--- config.mk ---
export PLATFORM = sky130hd
export DESIGN_NAME = midi_running_status_parser_unit
export DESIGN_NICKNAME = d
export VERILOG_FILES = /design/src/rtl/mrsp_pkg.sv /design/src/rtl/mrsp_core.sv /design/src/rtl/midi_running_status_parser_unit.sv
export SDC_FILE = /design/constraint.sdc
export NUM_CORES = 1
export LEC_CHECK = 0
export BUFFER_PORTS_ARGS = -buffer_cell sky130_fd_sc_hd__buf_2
export CAP_MARGIN = 10
export CORE_ASPECT_RATIO = 1.1
export CORE_UTILIZATION = 55
export CTS_CLUSTER_SIZE = 24
export DETAILED_ROUTE_END_ITERATION = 16
export GPL_TIMING_DRIVEN = 1
export HOLD_SLACK_MARGIN = 0.15
export PLACE_DENSITY = 0.8
export SLEW_MARGIN = 40
export SYNTH_ARGS = -nofsm -noshare
export SYNTH_HDL_FRONTEND = slang
export SYNTH_SLANG_ARGS = --single-unit
--- constraint.sdc ---
create_clock -name clk_i -period 6.8 [get_ports clk_i]
set_input_delay 0 -clock clk_i [delete_from_list [all_inputs] [get_ports clk_i]]
set_output_delay 0 -clock clk_i [all_outputs]
set_load 0.03 [all_outputs]
--- src/rtl/mrsp_pkg.sv ---
// ----------------------------------------------------------------------------
// MIDI running-status parser package
// Byte classification constants and the result record shared by the parser
// core and the top level.
// ----------------------------------------------------------------------------
package mrsp_pkg;

  localparam logic [7:0] RT_FIRST   = 8'hF8;
  localparam logic [7:0] RT_LAST    = 8'hFF;
  localparam logic [7:0] SYS_FIRST  = 8'hF0;
  localparam logic [7:0] SYS_LAST   = 8'hF7;
  localparam logic [7:0] CHAN_FIRST = 8'h80;
  localparam logic [7:0] CHAN_LAST  = 8'hEF;
  localparam logic [7:0] TYPE_MASK  = 8'hF0;
  localparam logic [7:0] TYPE_PROG  = 8'hC0;
  localparam logic [7:0] TYPE_PRESS = 8'hD0;
  localparam logic [7:0] NO_STATUS  = 8'h00;

  localparam logic [1:0] NEED_NONE  = 2'd0;
  localparam logic [1:0] NEED_ONE   = 2'd1;
  localparam logic [1:0] NEED_TWO   = 2'd2;

  typedef struct packed {
    logic       emit;
    logic [7:0] status_byte;
    logic [6:0] first_data;
    logic [6:0] second_data;
  } mrsp_result_t;

endpackage

--- src/rtl/mrsp_core.sv ---
// ----------------------------------------------------------------------------
// MIDI running-status parser core
// Holds the running status and the partly collected message, and works out
// in one pass whether a byte completes a channel message.
// ----------------------------------------------------------------------------
module mrsp_core (
  input  logic                 clk_i,
  input  logic                 rst_ni,
  input  logic                 beat_i,
  input  logic [7:0]           byte_i,
  output mrsp_pkg::mrsp_result_t res_o
);

  logic [7:0] status_q, status_d;
  logic [1:0] needed_q, needed_d;
  logic       idx_q, idx_d;
  logic [6:0] held_q, held_d;
  logic [7:0] type_nib;

  assign type_nib = byte_i & mrsp_pkg::TYPE_MASK;

  always_comb begin
    status_d          = status_q;
    needed_d          = needed_q;
    idx_d             = idx_q;
    held_d            = held_q;
    res_o.emit        = 1'b0;
    res_o.status_byte = status_q;
    res_o.first_data  = byte_i[6:0];
    res_o.second_data = 7'd0;
    case (byte_i) inside
      [mrsp_pkg::RT_FIRST:mrsp_pkg::RT_LAST]: begin
      end
      [mrsp_pkg::SYS_FIRST:mrsp_pkg::SYS_LAST]: begin
        status_d = mrsp_pkg::NO_STATUS;
        needed_d = mrsp_pkg::NEED_NONE;
        idx_d    = 1'b0;
      end
      [mrsp_pkg::CHAN_FIRST:mrsp_pkg::CHAN_LAST]: begin
        status_d = byte_i;
        idx_d    = 1'b0;
        if (type_nib == mrsp_pkg::TYPE_PROG || type_nib == mrsp_pkg::TYPE_PRESS) begin
          needed_d = mrsp_pkg::NEED_ONE;
        end else begin
          needed_d = mrsp_pkg::NEED_TWO;
        end
      end
      default: begin
        if (status_q != mrsp_pkg::NO_STATUS && needed_q != mrsp_pkg::NEED_NONE) begin
          if (needed_q == mrsp_pkg::NEED_ONE) begin
            held_d     = byte_i[6:0];
            idx_d      = 1'b0;
            res_o.emit = 1'b1;
          end else if (!idx_q) begin
            held_d = byte_i[6:0];
            idx_d  = 1'b1;
          end else begin
            idx_d             = 1'b0;
            res_o.emit        = 1'b1;
            res_o.first_data  = held_q;
            res_o.second_data = byte_i[6:0];
          end
        end
      end
    endcase
  end

  always_ff @(posedge clk_i or negedge rst_ni) begin
    if (!rst_ni) begin
      status_q <= mrsp_pkg::NO_STATUS;
      needed_q <= mrsp_pkg::NEED_NONE;
      idx_q    <= 1'b0;
    end else if (beat_i) begin
      status_q <= status_d;
      needed_q <= needed_d;
      idx_q    <= idx_d;
    end
  end

  always_ff @(posedge clk_i) begin
    if (beat_i) begin
      held_q <= held_d;
    end
  end

endmodule

--- src/rtl/midi_running_status_parser_unit.sv ---
// ----------------------------------------------------------------------------
// MIDI running-status parser
// Turns a raw MIDI byte stream into complete channel voice messages, keeping
// running status; real-time bytes are ignored, system bytes cancel it.
//
//   Channel  Direction  Handshake                Payload
//   in       input      in_valid_i / in_ready_o  midi_byte_i
//   out      output     out_valid_o / out_ready_i status_byte_o, first_data_o,
//                                                second_data_o
//
// One beat is taken every cycle unless the output stalls; a byte passes an
// input register and the parser logic, and its message is registered in the
// result register. While a result waits, the input register takes one more
// beat and then stalls until the result is taken.
// Reset clears the running status and all handshake state.
// ----------------------------------------------------------------------------
module midi_running_status_parser_unit (
  input  logic       clk_i,
  input  logic       rst_ni,
  input  logic       in_valid_i,
  output logic       in_ready_o,
  input  logic [7:0] midi_byte_i,
  output logic       out_valid_o,
  input  logic       out_ready_i,
  output logic [7:0] status_byte_o,
  output logic [6:0] first_data_o,
  output logic [6:0] second_data_o
);

  logic                  in_valid_q, in_valid_d;
  logic [7:0]            byte_q;
  logic                  out_valid_q, out_valid_d;
  logic [7:0]            status_q;
  logic [6:0]            first_q;
  logic [6:0]            second_q;
  logic                  advance;
  mrsp_pkg::mrsp_result_t res;

  assign advance    = in_valid_q && (!out_valid_q || out_ready_i);
  assign in_ready_o = !in_valid_q || advance;

  mrsp_core u_core (
    .clk_i  (clk_i),
    .rst_ni (rst_ni),
    .beat_i (advance),
    .byte_i (byte_q),
    .res_o  (res)
  );

  always_comb begin
    in_valid_d  = in_ready_o ? in_valid_i : in_valid_q;
    out_valid_d = out_valid_q;
    if (advance) begin
      out_valid_d = res.emit;
    end else if (out_ready_i) begin
      out_valid_d = 1'b0;
    end
  end

  always_ff @(posedge clk_i or negedge rst_ni) begin
    if (!rst_ni) begin
      in_valid_q  <= 1'b0;
      out_valid_q <= 1'b0;
    end else begin
      in_valid_q  <= in_valid_d;
      out_valid_q <= out_valid_d;
    end
  end

  always_ff @(posedge clk_i) begin
    if (in_valid_i && in_ready_o) begin
      byte_q <= midi_byte_i;
    end
    if (advance && res.emit) begin
      status_q <= res.status_byte;
      first_q  <= res.first_data;
      second_q <= res.second_data;
    end
  end

  assign out_valid_o   = out_valid_q;
  assign status_byte_o = status_q;
  assign first_data_o  = first_q;
  assign second_data_o = second_q;

  a_status_is_channel : assert property (@(posedge clk_i) disable iff (!rst_ni)
    out_valid_o |-> (status_byte_o[7] && status_byte_o[7:4] != 4'hF))
    else $error("result carries a status byte that is not a channel status");

  a_stall_only_when_full : assert property (@(posedge clk_i) disable iff (!rst_ni)
    !in_ready_o |-> (out_valid_o && !out_ready_i))
    else $error("input stalled while the result register could move");

  a_held_byte_kept : assert property (@(posedge clk_i) disable iff (!rst_ni)
    (in_valid_q && !advance) |=> (in_valid_q && $stable(byte_q)))
    else $error("buffered byte lost while the output was blocked");

endmodule

==> results of run 1 <==
==> state kept, by name, indices dropped and copies added (netlist names) <==
register	count
second_data_o	7
status_byte_o	8
in_valid_q	1
u_core.idx_q	1
byte_q	8
out_valid_o	1
u_core.needed_q	2
u_core.status_q	8
first_data_o	7
u_core.held_q	7
==> area by class of cell <==
type                       instances  area [um^2]  area share, %
clock buffer                       7        55.05          2.391
clock inverter                     1        30.03          1.304
inverter                           2        7.507         0.3261
multi-input combinational         53        417.9          18.15
sequential                        50         1436          62.39
tap                               34        42.54          1.848
timing repair buffer              49        312.8          13.59
==> synthesized netlist by cell type (all sizes together) <==
| cell type | number | area (um^2) |
|---|---|---|
| edfxtp | 37 | 1111 |
| dfrtp | 13 | 325.3 |
| a32o | 7 | 70.07 |
| and2 | 7 | 43.79 |
| mux2 | 7 | 93.84 |
| nand2 | 4 | 15.01 |
| nor2 | 4 | 22.52 |
| o21ai | 4 | 20.02 |
| a21oi | 3 | 15.01 |
| nand2b | 3 | 18.77 |
| or4 | 3 | 30.03 |
| buf | 2 | 16.26 |
| clkbuf | 2 | 7.510 |
| inv | 2 | 7.510 |
| nand3b | 2 | 15.01 |
| o211ai | 2 | 15.01 |
| a22o | 1 | 8.760 |
| and3 | 1 | 6.260 |
| nand4 | 1 | 6.260 |
| nor2b | 1 | 6.260 |
| nor3 | 1 | 10.01 |
| nor4 | 1 | 6.260 |
| o2111ai | 1 | 8.760 |
==> where the power goes <==
| group | leakage (nW) | internal, mW | total [mW] | switching (mW) |
|---|---|---|---|---|
| clock network | 0.0455 | 0.0879 | 0.173 | 0.0849 |
| registers | 0.500 | 0.370 | 0.393 | 0.0228 |
| logic | 0.342 | 0.0439 | 0.107 | 0.0631 |
| total | 0.887 | 0.502 | 0.673 | 0.171 |
==> metrics by stage <==
| stage | worst slack, ps | utilization, % | area [um^2] | std cells |
|---|---|---|---|---|
| CTS | 4707 | 72.82 | 2296 | 196 |
| floorplan | 4187 | - | 1879 | 109 |
| global route | 4500 | 73.02 | 2302 | 196 |
| detailed placement | 4745 | 65.99 | 2081 | 175 |
| finish | 4685 | 73.02 | 2302 | 196 |
| global placement | 4836 | 65.99 | 2081 | 175 |
==> layer usage <==
metal | routed length [um] | vias to the layer above
met3 | 192 | 9
met1 | 1193 | 525
met5 | 0 | -
met4 | 91 | 0
li1 | - | 523
met2 | 1606 | 52
==> worst min-delay path by stage <==
stage                     slack, ps                 end      startpoint  depth (start not counted)
after global placement         -110  u_core.status_q[4]          rst_ni                          1
after detailed placement       -100  u_core.status_q[5]          rst_ni                          1
after CTS                       330           byte_q[3]  midi_byte_i[3]                          2
after global routing            310           byte_q[0]  midi_byte_i[0]                          2
after floorplan                -300          in_valid_q          rst_ni                          0
final                           340           byte_q[0]  midi_byte_i[0]                          2
==> logic make-up after synthesis <==
family,Yosys count
flip-flops,50
AND/OR/NAND/NOR,28
buffers and inverters,6
AO/OA/AOI/OAI,18
multiplexers,7
==> repair_timing <==
action | in CTS | in global routing
setup endpoints to repair | 0 | 0
endpoints found under the hold margin | 23 | 0
setup buffers | 0 | 0
hold buffers | 13 | 0
==> metrics.cfg, run 1 <==
[cells_and_area]
area_growth_pct = 22.50
drive_gt1_share_pct = 32.10
fill_cells = 202
final_common_cell = edfxtp_1
most-common-layout-cells = edfxtp_1, buf_2, dlygate4sd3_1, dfrtp_1
diodes = 0
fin_nets = 173

[worst_setup_path]
worstRegToRegCells = 4
cpPeakStageDelay_ps = 820
crit_cells = 4
critPathTopFamily = compound AO/OA/AOI/OAI gates
crit_path_top_delay_cell = o2111ai_1
rr_endpoint = u_core.needed_q[0]
crit_required_ps = 7070
rr_startpoint = byte_q[7]
crit_path_end_kind = register
critPathArrivalTime_ps = 2390
reg2reg_slack_ps = 4680
crit_path_max_fanout = 12
startpoint_type = register
crit_path_end = u_core.needed_q[0]
crit_chain = nand4_1 > o2111ai_1 > nand2_1 > o21ai_0
critPathBufInv = 0
critPathKind = reg -> reg
cp-startpoint = byte_q[7]

[clock_tree]
cts_inserted_buffers = 5
path_clk_slew_ps = 130
htreeDepth = 2
root_buffer = clkbuf_4
cts_sinks = 50
insertion_delay_ps = 360
clock_path_buffers = 2
cts_tree = done
post_cts_resized = 0

[sta]
tns_ps = 0
fin_crit_sh_pct = 31.11
rsz0062_at_grt = false
tightest_slew_ps = 785.9
whs_ps = 343.6
setup-violations-final = 0
timing.final.crit_period_ps = 2115
slew_viol_final = 0
fmax_ghz = 0.4727
skew_ps = 7.392
final_hold_viol_count = 0
max-slew-margin-rel_pct = 47.55

[die]
start_util_pct = 59.60
die_area_mm2 = 0.003655
io_pins = 36
fp.dieH_um = 63.31
die_w_um = 57.74
design.core.area_mm2 = 0.003153
rows = 21

[synthesis]
syn-instance-count = 109
yosys.area_share.xor_xnor_pct = 0
syn_avg_cell_area_um2 = 17.24
synthSimpleGateAreaFrac_pct = 9.587
synth-compound-area-share_pct = 7.324
synthMuxAreaShare_pct = 4.993
syn_nets = 121
synth_warnings = 0
ys_ff_latch = 50
yosys.area_share.adder_pct = 0
synth_seq_area_share_pct = 76.43
synth.distinct_cells = 28
syn-cell-area_mm2 = 0.001879
synth_top_family_by_area = simple AND/OR/NAND/NOR gates

[power]
p_leak_nw = 0.8873
peakVddDrop_mv = 0.1700
total_power_mw = 0.6728
p_per_area_mw_per_mm2 = 292.2

[routing]
drc = 5
drt_first_pass_iters = 11
drtIter0Drc = 80
vias = 1109
ant_nets = 0
wl_um = 3083
wire_per_inst_um = 15.73
viasPerCell = 5.658

[global_route]
grt_remaining_overflow = 0
grt_pass1_wl_um = 5230
grt_pass1_vias = 1099
antenna_found_initial = 0
grt_max_degree = 23
busiest_layer = met2
grt_use_met2_pct = 32.85
use_met1_pct = 25.00
gr-usage-met3_pct = 6.366
grt_usage_pct = 20.42

[outcome]
failed_checks = DRC
status = finished with violations

[job]
cap_violations = 0

[placed_design]
place_congestion = 0.8163
port_buffers = 35
dp_hpwl_um = 1939

[min_path]
hold_class = in -> reg

Note: power is estimated with default switching activity, not from simulation.
==> run 2, diff against run 1 <==
- ABC_AREA: not set -> 1
- CORE_UTILIZATION: 55 -> 54
- PLACE_DENSITY: 0.8 -> 0.79
- clock period: 6.8 -> 2.05 ns (I/O delays scaled with it)
==> run 2 against run 1 <==
  * The flow now finishes without violations
  * Global-route usage is 0.41 points higher
  * Total power grew to 3.3 times the previous value
  * Sequential power grew to 3.4 times the previous value
  * Clock power is 140% higher
  * Maximum frequency is 13% higher
  * Highest routed layer unchanged
==> metrics.cfg, run 2 <==
[outcome]
status = complete, no violations

[routing]
wire_per_inst_um = 12.68
vias = 1377
drc = 0
drt_first_pass_iters = 4
wl_um = 3511
viasPerCell = 4.971
drtIter0Drc = 34
ant_nets = 0

[sta]
timing.final.crit_period_ps = 1865
rsz0062_at_grt = false
fmax_ghz = 0.5361
final_hold_viol_count = 0
max-slew-margin-rel_pct = 60.18
setup-violations-final = 0
tightest_slew_ps = 595.3
tns_ps = 0
skew_ps = 4.658
slew_viol_final = 0
fin_crit_sh_pct = 90.99

[clock_tree]
insertion_delay_ps = 360
hold_buffers = 14
post_cts_resized = 0
clock_path_buffers = 2
path_clk_slew_ps = 120
cts_inserted_buffers = 5
htreeDepth = 2
cts_setup_buffers = 0
cts_sinks = 50
cts_tree = done
root_buffer = clkbuf_4

[power]
p_per_area_mw_per_mm2 = 912.0
peakVddDrop_mv = 0.4960
p_seq_share_pct = 59.4
power.internal_mw = 1.547
pwr-share-clk_pct = 18.3
sw_frac_of_total_pct = 30.67
p_leak_nw = 1.086
pwr-share-comb_pct = 22.2
switchingPower_mw = 0.6842

[synthesis]
syn_avg_cell_area_um2 = 11.70
synth_top_area_share_pct = 55.19
synthTopCellsByArea = edfxtp_1, dfrtp_1, nand2_1
netlist_top_cells_count = nand2_1, edfxtp_1, inv_1
ys.flop_type = edfxtp_1
syn-cell-area_mm2 = 0.002013
synth_seq_area_share_pct = 71.35
syn_nets = 184
syn-instance-count = 172
ys_ff_latch = 50
synth_edf_count = 37
synth.distinct_cells = 18
synth_warnings = 0
synth.most_common_cell = nand2_1
postSynth.asyncResetShare_pct = 26.00
synth_largest_area_cell = edfxtp_1

[worst_setup_path]
crit_chain = nand3_1 > nand2_1 > dlygate4sd3_1 > nand2_1 > dlygate4sd3_1
cpPeakStageDelay_ps = 550
crit_path_max_fanout = 3
critPathTopFamily = buffers and inverters
critPathKind = reg -> reg
critPathBufInv = 2
critPathArrivalTime_ps = 2120
crit_path_end_kind = register
startpoint_type = register
crit_path_top_delay_cell = dlygate4sd3_1
crit_required_ps = 2300

[global_route]
use_met1_pct = 24.05
grt_use_met2_pct = 35.99
gr-usage-met3_pct = 5.871
grt_remaining_overflow = 0
grt_usage_pct = 20.83
grt_pass1_vias = 1359
antenna_found_initial = 0
grt_pass1_wl_um = 5871
grt_max_degree = 23
busiest_layer = met2

[cells_and_area]
most-common-layout-cells = nand2_1, edfxtp_1, buf_2
area_growth_pct = 21.50
diodes = 0
final_common_cell = nand2_1
fill_cells = 256
drive_gt1_share_pct = 24.45
utilization_pct = 71.09
fin_nets = 240

[placed_design]
port_buffers = 35
place_congestion = 0.8509
dp_hpwl_um = 2408

[job]
cap_violations = 0

[die]
die_w_um = 60.22
io_pins = 36
die_area_mm2 = 0.003977
fp.dieH_um = 66.04
start_util_pct = 58.51
rows = 22
design.core.area_mm2 = 0.003441

[min_path]
hold_class = in -> reg

-- run 2: changes by cell type in the layout (fill, tap and decap cells not counted), sizes merged, moves of 2 or more --
| cell | before | now |
|---|---|---|
| nand3 | 0 | 15 |
| inv | 2 | 24 |
| mux2 | 7 | 0 |
| nor2 | 4 | 23 |
| nand2b | 3 | 0 |
| nand4 | 1 | 3 |
| or4 | 3 | 0 |
| a32o | 7 | 0 |
| nand2 | 4 | 43 |
| o21ai | 4 | 12 |
| nand3b | 2 | 0 |
| a21oi | 3 | 0 |
| o211ai | 2 | 0 |
| and2 | 7 | 0 |
-- run 2: layout make-up --
type | count | area (um^2) | area share, %
Sequential cell | 50 | 1436 | 58.72
Multi-Input combinational cell | 96 | 467.9 | 19.13
Timing Repair Buffer | 51 | 342.8 | 14.02
Inverter | 24 | 90.09 | 3.683
Tap cell | 48 | 60.06 | 2.455
Clock buffer | 7 | 45.04 | 1.841
Clock inverter | 1 | 3.754 | 0.1535
-- run 2: through the flow --
stage | cells | hold slack, ps | total power, mW | area [um^2] | setup slack [ps]
6_report | 277 | 350.6 | 2.231 | 2446 | 184.7
3_5_place_dp | 255 | -95.52 | 1.818 | 2257 | 289.1
4_1_cts | 277 | 336.1 | 2.235 | 2446 | 221.8
5_1_grt | 277 | 326.9 | 2.339 | 2446 | 113.6
2_1_floorplan | 172 | -295.6 | 1.684 | 2013 | 194.4
3_3_place_gp | 255 | -105.3 | 1.793 | 2257 | 408.6
-- run 2: power groups by stage --
stage / Combinational, mW / Clock, mW / Sequential [mW]
4_1_cts: 0.494 / 0.416 / 1.33
5_1_grt: 0.547 / 0.452 / 1.34
2_1_floorplan: 0.281 / 0 / 1.40
3_3_place_gp: 0.455 / 0 / 1.34
3_5_place_dp: 0.470 / 0 / 1.35
6_report: 0.495 / 0.409 / 1.33
-- run 2: worst reg2reg max path, delay by kind of cell, from the launching register on --
| family | cells | cell delay, ps |
|---|---|---|
| and+or+nand+nor | 3 | 270 |
| DFF | 1 | 380 |
| buffers and inverters | 2 | 1100 |
-- run 2: cell families after synthesis --
kind of cell	Yosys count	share of synthesized area (%)
buf+inv	26	5.407
compound gates	12	4.475
simple gates	84	18.77
flops	50	71.35
-- run 2: path summary, 6_finish.rpt --
kind                            depth (start not counted)          startpoint  slack [ps]                 end
min in group asynchronous                               3              rst_ni         690          in_valid_q
max in group asynchronous                               3              rst_ni         980  u_core.status_q[7]
worst min-delay path                                    2      midi_byte_i[4]         350           byte_q[4]
worst min register to register                          0  u_core.status_q[1]         500    status_byte_o[1]
worst max register to register                          5         out_valid_o         180          in_valid_q
worst max-delay path                                    5         out_valid_o         180          in_valid_q
-- run 2: metal layers --
layer  vias up  share of wire (%)
met5         -                  0
met4         0                1.9
met3         9                6.1
met2        61                 54
met1       633                 38
li1        674                  -
==> run 3, diff against run 2 <==
- RECOVER_POWER: not set -> 50
==> run 3 against run 2 <==
  * Worst hold slack worse by 3.3 ps
  * Die area stayed put
  * Count of clock-buffer cells in the layout stayed put
  * Cell count stayed put
  * Largest power group unchanged
==> metrics.cfg, run 3 (synthesis gave the netlist of run 2 again) <==
[outcome]
status = complete, no violations

[routing]
wl_um = 3535
ant_nets = 0
drt_first_pass_iters = 4
wire_per_inst_um = 12.76
vias = 1365
drc = 0
viasPerCell = 4.928
drtIter0Drc = 36

[cells_and_area]
fin_nets = 240
drive_gt1_share_pct = 13.97
seq_area_mm2 = 0.001436
final_common_cell = nand2_1
diodes = 0
most-common-layout-cells = nand2_1, edfxtp_1, clkbuf_1
fill_cells = 269
area_growth_pct = 20.01
multi_input_area_um2 = 467.9

[placed_design]
port_buffers = 35
place_congestion = 0.8509
dp_hpwl_um = 2408
dp_slack_ps = 289.1

[clock_tree]
insertion_delay_ps = 360
cts_sinks = 50
path_clk_slew_ps = 120
cts_inserted_buffers = 5
htreeDepth = 2
root_buffer = clkbuf_4
clock_path_buffers = 2
hold_buffers = 14
cts_setup_buffers = 0
post_cts_resized = 0
cts_tree = done

[global_route]
grt_pass1_wl_um = 5871
antenna_found_initial = 0
grt_max_degree = 23
grt_remaining_overflow = 0
grt_pass1_vias = 1359
grt_usage_pct = 20.83

[power]
p_per_area_mw_per_mm2 = 921.1
p_leak_nw = 1.022
peakVddDrop_mv = 0.4899
switchingPower_mw = 0.6888
total_power_mw = 2.225
sw_frac_of_total_pct = 30.95
pwr-share-clk_pct = 18.5
pwr-share-comb_pct = 21.8
power.internal_mw = 1.537
p_seq_share_pct = 59.7

[worst_setup_path]
startpoint_type = register
crit_path_end_kind = register
critPathArrivalTime_ps = 2130
critPathKind = reg -> reg
crit_required_ps = 2310
crit_path_max_fanout = 3

[die]
fp.dieH_um = 66.04
die_w_um = 60.22
io_pins = 36
start_util_pct = 58.51
die_area_mm2 = 0.003977
design.core.area_mm2 = 0.003441
rows = 22

[sta]
fin_crit_sh_pct = 91.15
slew_viol_final = 0
max-slew-margin-rel_pct = 60.06
skew_ps = 4.393
tightest_slew_ps = 597.1
rsz0062_at_grt = false
fmax_ghz = 0.5352
timing.final.ws_setup_ps = 181.4
whs_ps = 347.3
timing.final.crit_period_ps = 1869
tns_ps = 0
setup-violations-final = 0
final_hold_viol_count = 0

[job]
cap_violations = 0

[min_path]
hold_class = in -> reg

## run 3: metrics by stage
step	utilization (%)	instances	area [um^2]
floorplan	-	172	2013
CTS	71.09	277	2446
finish	70.22	277	2416
detailed placement	65.60	255	2257
global route	70.22	277	2416
global placement	65.60	255	2257
## run 3: path summary, 6_finish.rpt
| kind | from | endpoint | slack (ps) | cells past startpoint |
|---|---|---|---|---|
| setup / recovery | out_valid_o | in_valid_q | 180 | 5 |
| hold reg to reg | u_core.status_q[1] | status_byte_o[1] | 500 | 0 |
| max in group asynchronous | rst_ni | u_core.status_q[2] | 980 | 3 |
| setup reg to reg | out_valid_o | in_valid_q | 180 | 5 |
| min in group asynchronous | rst_ni | in_valid_q | 680 | 3 |
| hold / removal | midi_byte_i[4] | byte_q[4] | 350 | 2 |
## run 3: routing by layer
| layer | GRT usage, % | up-vias | part of all wire, % |
|---|---|---|---|
| met5 | 0 | - | 0 |
| met4 | 7.849 | 0 | 1.9 |
| met3 | 5.871 | 9 | 5.7 |
| met2 | 35.99 | 50 | 53 |
| met1 | 24.05 | 632 | 39 |
| li1 | - | 674 | - |
## run 3: critical path, stage by stage (launching register included)
cell and delay, ps:
dfrtp_1 380, nand3_1 120, nand2_1 100, dlygate4sd3_1 550, nand2_1 50, dlygate4sd3_1 550
## run 3: final cells by class
| cell class | count | share of cell area, % |
|---|---|---|
| clock inverter | 1 | 0.1554 |
| clock buffer | 7 | 1.864 |
| timing repair buffer | 51 | 12.95 |
| multi-input combinational | 96 | 19.37 |
| inverter | 24 | 3.729 |
| tap | 48 | 2.486 |
| sequential | 50 | 59.45 |
## run 3: power groups by stage
stage / clock network, mW / logic [mW] / registers, mW
after floorplan: 0 / 0.281 / 1.40
after global placement: 0 / 0.455 / 1.34
after detailed placement: 0 / 0.470 / 1.35
after CTS: 0.416 / 0.494 / 1.33
after global routing: 0.452 / 0.537 / 1.34
final: 0.412 / 0.485 / 1.33
